$ cat src/rtl/ddarc_pkg.sv
// ----------------------------------------------------------------------------
// ddarc_pkg
// Shared types and constants for the DDA ray wall column unit.
// ----------------------------------------------------------------------------
package ddarc_pkg;

   localparam int MapWidthDefault  = 64;
   localparam int MapHeightDefault = 64;
   localparam int MaxStepsDefault  = 128;

   localparam logic [10:0] ScreenHeightReset = 11'd480;
   localparam logic [23:0] DistMax = 24'hFFFFFF;
   localparam logic [15:0] LineMax = 16'hFFFF;

   localparam logic OpWrite = 1'b0;
   localparam logic OpCast  = 1'b1;

   localparam logic [0:0] RegScreenHeight = 1'b0;

   typedef enum logic [3:0] {
      ST_CLEAR,
      ST_IDLE,
      ST_READ,
      ST_STEP,
      ST_CHECK,
      ST_NUM,
      ST_DIV1,
      ST_LHSETUP,
      ST_DIV2,
      ST_FINISH,
      ST_OUT
   } state_type;

   // Commands from controller to datapath.
   typedef struct packed {
      logic clear_wr;   // write zero at clear address
      logic clear_inc;  // advance clear address
      logic load;       // capture a cast item
      logic cell_wr;    // write one map cell from the input item
      logic step;       // one DDA step
      logic num_setup;  // prepare first division
      logic div_step;   // one bit of the running division
      logic perp_load;  // capture the perpendicular distance
      logic lh_setup;   // prepare second division
      logic finish;     // form the result
      logic set_nohit;  // form a no-hit result
   } cmd_type;

   // Status from datapath to controller.
   typedef struct packed {
      logic clear_done;
      logic start_out;  // start cell outside the map
      logic out_map;    // current cell outside the map
      logic wall;       // current cell is wall
      logic steps_done; // step bound reached
      logic div_done;
   } status_type;

endpackage

$ cat src/rtl/ddarc_control.sv
// ----------------------------------------------------------------------------
// ddarc_control
// Sequencer for map clearing, cell writes, the DDA walk and both divisions.
// ----------------------------------------------------------------------------
module ddarc_control (
   input  logic                  clock,
   input  logic                  reset,
   input  logic                  req_valid,
   output logic                  req_ready,
   input  logic                  req_op,
   output logic                  rsp_valid,
   input  logic                  rsp_ready,
   output ddarc_pkg::cmd_type    cmd,
   input  ddarc_pkg::status_type status
);
   import ddarc_pkg::*;

   state_type state_ff, state_in;

   // State register.
   always_ff @(posedge clock) begin
      if (reset) begin
         state_ff <= ST_CLEAR;
      end else begin
         state_ff <= state_in;
      end
   end

   // Next state and commands.
   always_comb begin
      state_in  = state_ff;
      cmd       = '0;
      req_ready = 1'b0;
      rsp_valid = 1'b0;
      case (state_ff)
         ST_CLEAR: begin
            if (status.clear_done) begin
               state_in = ST_IDLE;
            end else begin
               cmd.clear_wr  = 1'b1;
               cmd.clear_inc = 1'b1;
            end
         end
         ST_IDLE: begin
            req_ready = 1'b1;
            if (req_valid) begin
               if (req_op == OpWrite) begin
                  cmd.cell_wr = 1'b1;
               end else begin
                  cmd.load = 1'b1;
                  state_in = ST_READ;
               end
            end
         end
         ST_READ: begin
            if (status.start_out) begin
               cmd.set_nohit = 1'b1;
               state_in      = ST_OUT;
            end else begin
               state_in = ST_STEP;
            end
         end
         ST_STEP: begin
            if (status.steps_done) begin
               cmd.set_nohit = 1'b1;
               state_in      = ST_OUT;
            end else begin
               cmd.step = 1'b1;
               state_in = ST_CHECK;
            end
         end
         ST_CHECK: begin
            if (status.out_map) begin
               cmd.set_nohit = 1'b1;
               state_in      = ST_OUT;
            end else if (status.wall) begin
               cmd.num_setup = 1'b1;
               state_in      = ST_DIV1;
            end else begin
               state_in = ST_STEP;
            end
         end
         ST_DIV1: begin
            if (status.div_done) begin
               state_in = ST_NUM;
            end else begin
               cmd.div_step = 1'b1;
            end
         end
         ST_NUM: begin
            cmd.perp_load = 1'b1;
            state_in      = ST_LHSETUP;
         end
         ST_LHSETUP: begin
            cmd.lh_setup = 1'b1;
            state_in     = ST_DIV2;
         end
         ST_DIV2: begin
            if (status.div_done) begin
               state_in = ST_FINISH;
            end else begin
               cmd.div_step = 1'b1;
            end
         end
         ST_FINISH: begin
            cmd.finish = 1'b1;
            state_in   = ST_OUT;
         end
         ST_OUT: begin
            rsp_valid = 1'b1;
            if (rsp_ready) begin
               state_in = ST_IDLE;
            end
         end
         default: begin
            state_in = ST_IDLE;
         end
      endcase
   end

endmodule

$ cat config.mk
export PLATFORM = sky130hd
export DESIGN_NAME = ddarc_control
export DESIGN_NICKNAME = d
export VERILOG_FILES = /design/src/rtl/ddarc_pkg.sv /design/src/rtl/ddarc_control.sv
export SDC_FILE = /design/constraint.sdc
export NUM_CORES = 1
export LEC_CHECK = 0
export BUFFER_PORTS_ARGS = -buffer_cell sky130_fd_sc_hd__buf_4
export CAP_MARGIN = 20
export CORE_AREA = 2 2 39 41
export DETAILED_ROUTE_END_ITERATION = 6
export DIE_AREA = 0 0 41 43
export PLACE_DENSITY = 0.69
export RECOVER_POWER = 100
export SETUP_SLACK_MARGIN = 0.15
export SLEW_MARGIN = 25
export SYNTH_ARGS = -nofsm -noshare
export SYNTH_HDL_FRONTEND = slang
export SYNTH_SLANG_ARGS = --single-unit
$ cat constraint.sdc
create_clock -name clock -period 4.6 [get_ports clock]
set_clock_uncertainty 0.05 [all_clocks]
set_input_delay 0.46 -clock clock [delete_from_list [all_inputs] [get_ports clock]]
set_output_delay 0.46 -clock clock [all_outputs]
set_load 0.01 [all_outputs]
==> results.sh <==
export IMPL_drt_iter0_drc=7
export IMPL_swShare_pct=37.9
export IMPL_start_util_pct=33.5
export IMPL_cts_root_buffer="clkbuf_4"
export IMPL_cts_num_sinks=4
export IMPL_cp_max_fo=16
export IMPL_antenna_cells=0
export IMPL_syn_mean_instance_area_um2=7.14
export IMPL_synth_cells=65
export IMPL_setup_tns_ps=0
export IMPL_cts_made_buffers=3
export IMPL_synth_nets=76
export IMPL_worstHoldPathType="input pin to flop"
export IMPL_die_width_um=41
export IMPL_p_switching_mw=0.0591
export IMPL_placed_cells=98
export IMPL_outcome="completed"
export IMPL_p_leak_nw=0.233
export IMPL_cp_data_required_time_ps=4090
export IMPL_reg_top3="state_ff: 4 flops"
export IMPL_num_rows=14
export IMPL_dieHeight_um=43
export IMPL_rsz0062_at_grt="no"
export IMPL_synth_seq_area_share_pct=17.3
export IMPL_place_hpwl_um=910
export IMPL_design_portCount=24
export IMPL_overflow=0
export IMPL_htreeDepth=1
export IMPL_syn_area_um2=464
export IMPL_whs_endpoint="state_ff[3]$_SDFFE_PP0P_"
export IMPL_final_area_um2=591
export IMPL_path_clk_slew_ps=30
export IMPL_finalCritPeriodShare_pct=49.5
export IMPL_clockPowerShare_pct=26.4
export IMPL_drv_slew=0
export IMPL_place_area_um2=621
export IMPL_ant_nets=0
export IMPL_drive_gt1_share_pct=21.2
export IMPL_relSlewSlack_pct=65.9
export IMPL_cap_violations=0
export IMPL_port_buffers=23
export IMPL_die_area_um2=1760
export IMPL_finalSetupViolations=0
export IMPL_worst_pin_slew_ps=511
export IMPL_ys_ff_latch=4
export IMPL_crit_path_top_delay_cell="dfxtp_1"
export IMPL_yosysUniqueCellTypes=33
export IMPL_area_delta_synth_final_pct=27.2
export IMPL_drtPass1Iterations=2
export IMPL_largest_reg_flops=4
export IMPL_seq_power_share_pct=34.3
export IMPL_insertion_delay_ps=230
export IMPL_fmax_mhz=439
export IMPL_finalCriticalPeriod_ps=2280
export IMPL_reg2reg_from="state_ff[3]$_SDFFE_PP0P_"
export IMPL_antenna_found_initial=0
export IMPL_critPathMaxStageDelay_ps=620
export IMPL_yosys_warnings=0
export IMPL_ctsResizeCount=0
export IMPL_grt_pass1_vias=448
export IMPL_cts_setup_buffers=0
export IMPL_crit_chain="or3b_1, a211o_1, inv_1, clkbuf_1"
export IMPL_p_comb_share_pct=39.3
export IMPL_hold_path_depth=2
export IMPL_grt_total_usage_pct=14.5
export IMPL_cp_data_arrival_time_ps=1770
export IMPL_ctsHoldBuffers=0
export IMPL_largest_register="state_ff"
export IMPL_ir_worst_vdd_mv=0.144
export IMPL_viasPerCell=5.30
export IMPL_vias=535
export IMPL_hold_viol=0
export IMPL_cp_end_kind="output pin"
export IMPL_drc=0
export IMPL_wl_per_cell_um=11.7
export IMPL_rrSetupSlack_ps=2800
export IMPL_final_cells=101
export IMPL_clk_path_buf_depth=2
export IMPL_place_congestion=0.785
export IMPL_fin_nets=98
export IMPL_crit_path_start_kind="flop"
export IMPL_grt_max_degree=19
export IMPL_reg2reg_depth=4
export IMPL_core_area_um2=1380
export IMPL_hp_start="reset"
export IMPL_r2r_end="state_ff[1]$_SDFFE_PP0P_"
export IMPL_crit_type="flop to output pin"
export IMPL_intPower_mw=0.0970
export IMPL_routed_wl_mm=1.19
export IMPL_grt_pass1_wl_mm=1.81
export IMPL_powerDensity_nw_per_um2=264
export IMPL_cts_tree="yes"
routing by layer:
metal	track usage [%]	routed length, um	vias up	part of all wire (%)
met3	3.14	83	2	7.0
met2	22.2	541	17	46
li1	-	-	278	-
met1	18.9	547	238	46
met4	6.00	14	0	1.2
met5	0	0	-	0
synthesized netlist by cell type, drive strengths merged:
cell type | number | area share [%]
nand3b | 3 | 4.9
or3b | 1 | 1.9
o21ai | 2 | 2.2
o22ai | 1 | 1.3
nor2 | 9 | 7.3
nor4 | 1 | 1.3
a211o | 1 | 1.9
clkbuf | 2 | 1.6
nand2 | 5 | 4.0
a21oi | 5 | 5.4
o211ai | 1 | 1.6
and4b | 1 | 2.2
nor3 | 4 | 4.3
nand2b | 3 | 4.0
a21bo | 1 | 2.2
a41oi | 1 | 3.5
and2 | 1 | 1.3
mux2i | 1 | 2.2
and3b | 2 | 3.8
nor2b | 1 | 1.3
o31a | 2 | 3.8
a311oi | 1 | 1.9
and3 | 1 | 1.3
nand3 | 1 | 1.1
mux2 | 1 | 2.4
inv | 2 | 1.6
dfxtp | 4 | 17
o21ba | 2 | 4.3
o22a | 1 | 1.9
buf | 4 | 6.2
logic make-up (layout without fill, tap and decap cells):
group                  Yosys count  in the layout  synth area share (%)
buffers and inverters            8             28                  9.44
DFF                              4              4                  17.3
AOI/OAI and AO/OA               18             18                  29.9
and+or+nand+nor                 33             33                  38.8
muxes                            2              2                  4.58
power groups by stage:
stage | logic, mW | registers (mW) | clock network [mW]
floorplan | 0.0556 | 0.0423 | 0
global placement | 0.0697 | 0.0533 | 0
detailed placement | 0.0698 | 0.0535 | 0
CTS | 0.0699 | 0.0531 | 0.0444
global route | 0.0697 | 0.0555 | 0.0450
finish | 0.0614 | 0.0535 | 0.0412
how the worst max path moves through the flow:
stage	start	endpoint	slack, ps	cells after the start
5_1_grt	state_ff[3]$_SDFFE_PP0P_	cmd[4]	2260	4
3_5_place_dp	state_ff[3]$_SDFFE_PP0P_	cmd[4]	2610	4
2_1_floorplan	state_ff[2]$_SDFFE_PP0P_	cmd[7]	2840	5
6_report	state_ff[3]$_SDFFE_PP0P_	cmd[4]	2320	4
4_1_cts	state_ff[3]$_SDFFE_PP0P_	cmd[4]	2360	4
3_3_place_gp	state_ff[3]$_SDFFE_PP0P_	cmd[4]	2640	4
area by class of cell:
type / count / area, um^2
Clock buffer: 3 / 22.5
Fill cell: 166 / 793
Inverter: 2 / 7.51
Multi-Input combinational cell: 53 / 333
Sequential cell: 4 / 80.1
Tap cell: 16 / 20.0
Timing Repair Buffer: 23 / 128
placed cells by master (no fill, tap or decap), drive strengths merged:
| cell | instances |
|---|---|
| o22ai | 1 |
| nor3 | 4 |
| a41oi | 1 |
| a311oi | 1 |
| and4b | 1 |
| a21bo | 1 |
| nand3 | 1 |
| o22a | 1 |
| nor2 | 9 |
| nand2b | 3 |
| nand2 | 5 |
| and3 | 1 |
| a211o | 1 |
| and2 | 1 |
| o211ai | 1 |
| or3b | 1 |
| buf | 11 |
| a21oi | 5 |
| o21ba | 2 |
| clkbuf | 15 |
| and3b | 2 |
| dfxtp | 4 |
| mux2i | 1 |
| inv | 2 |
| nor2b | 1 |
| nand3b | 3 |
| nor4 | 1 |
| mux2 | 1 |
| o21ai | 2 |
| o31a | 2 |
worst max-delay path, delay by kind of cell (launching register included):
family,cells,cell delay [ps]
flops,1,620
compound gates,1,300
buf+inv,2,200
simple gates,1,420
through the flow:
| stage | hold WS [ps] | total power [mW] | utilization [%] | setup WS (ps) |
|---|---|---|---|---|
| 5_1_grt | 387 | 0.170 | 42.7 | 2260 |
| 3_3_place_gp | 629 | 0.123 | 44.8 | 2640 |
| 2_1_floorplan | 504 | 0.0979 | - | 2840 |
| 4_1_cts | 387 | 0.167 | 46.5 | 2360 |
| 3_5_place_dp | 634 | 0.123 | 44.8 | 2610 |
| 6_report | 390 | 0.156 | 42.7 | 2320 |
Note: power is estimated with default switching activity, not from simulation.
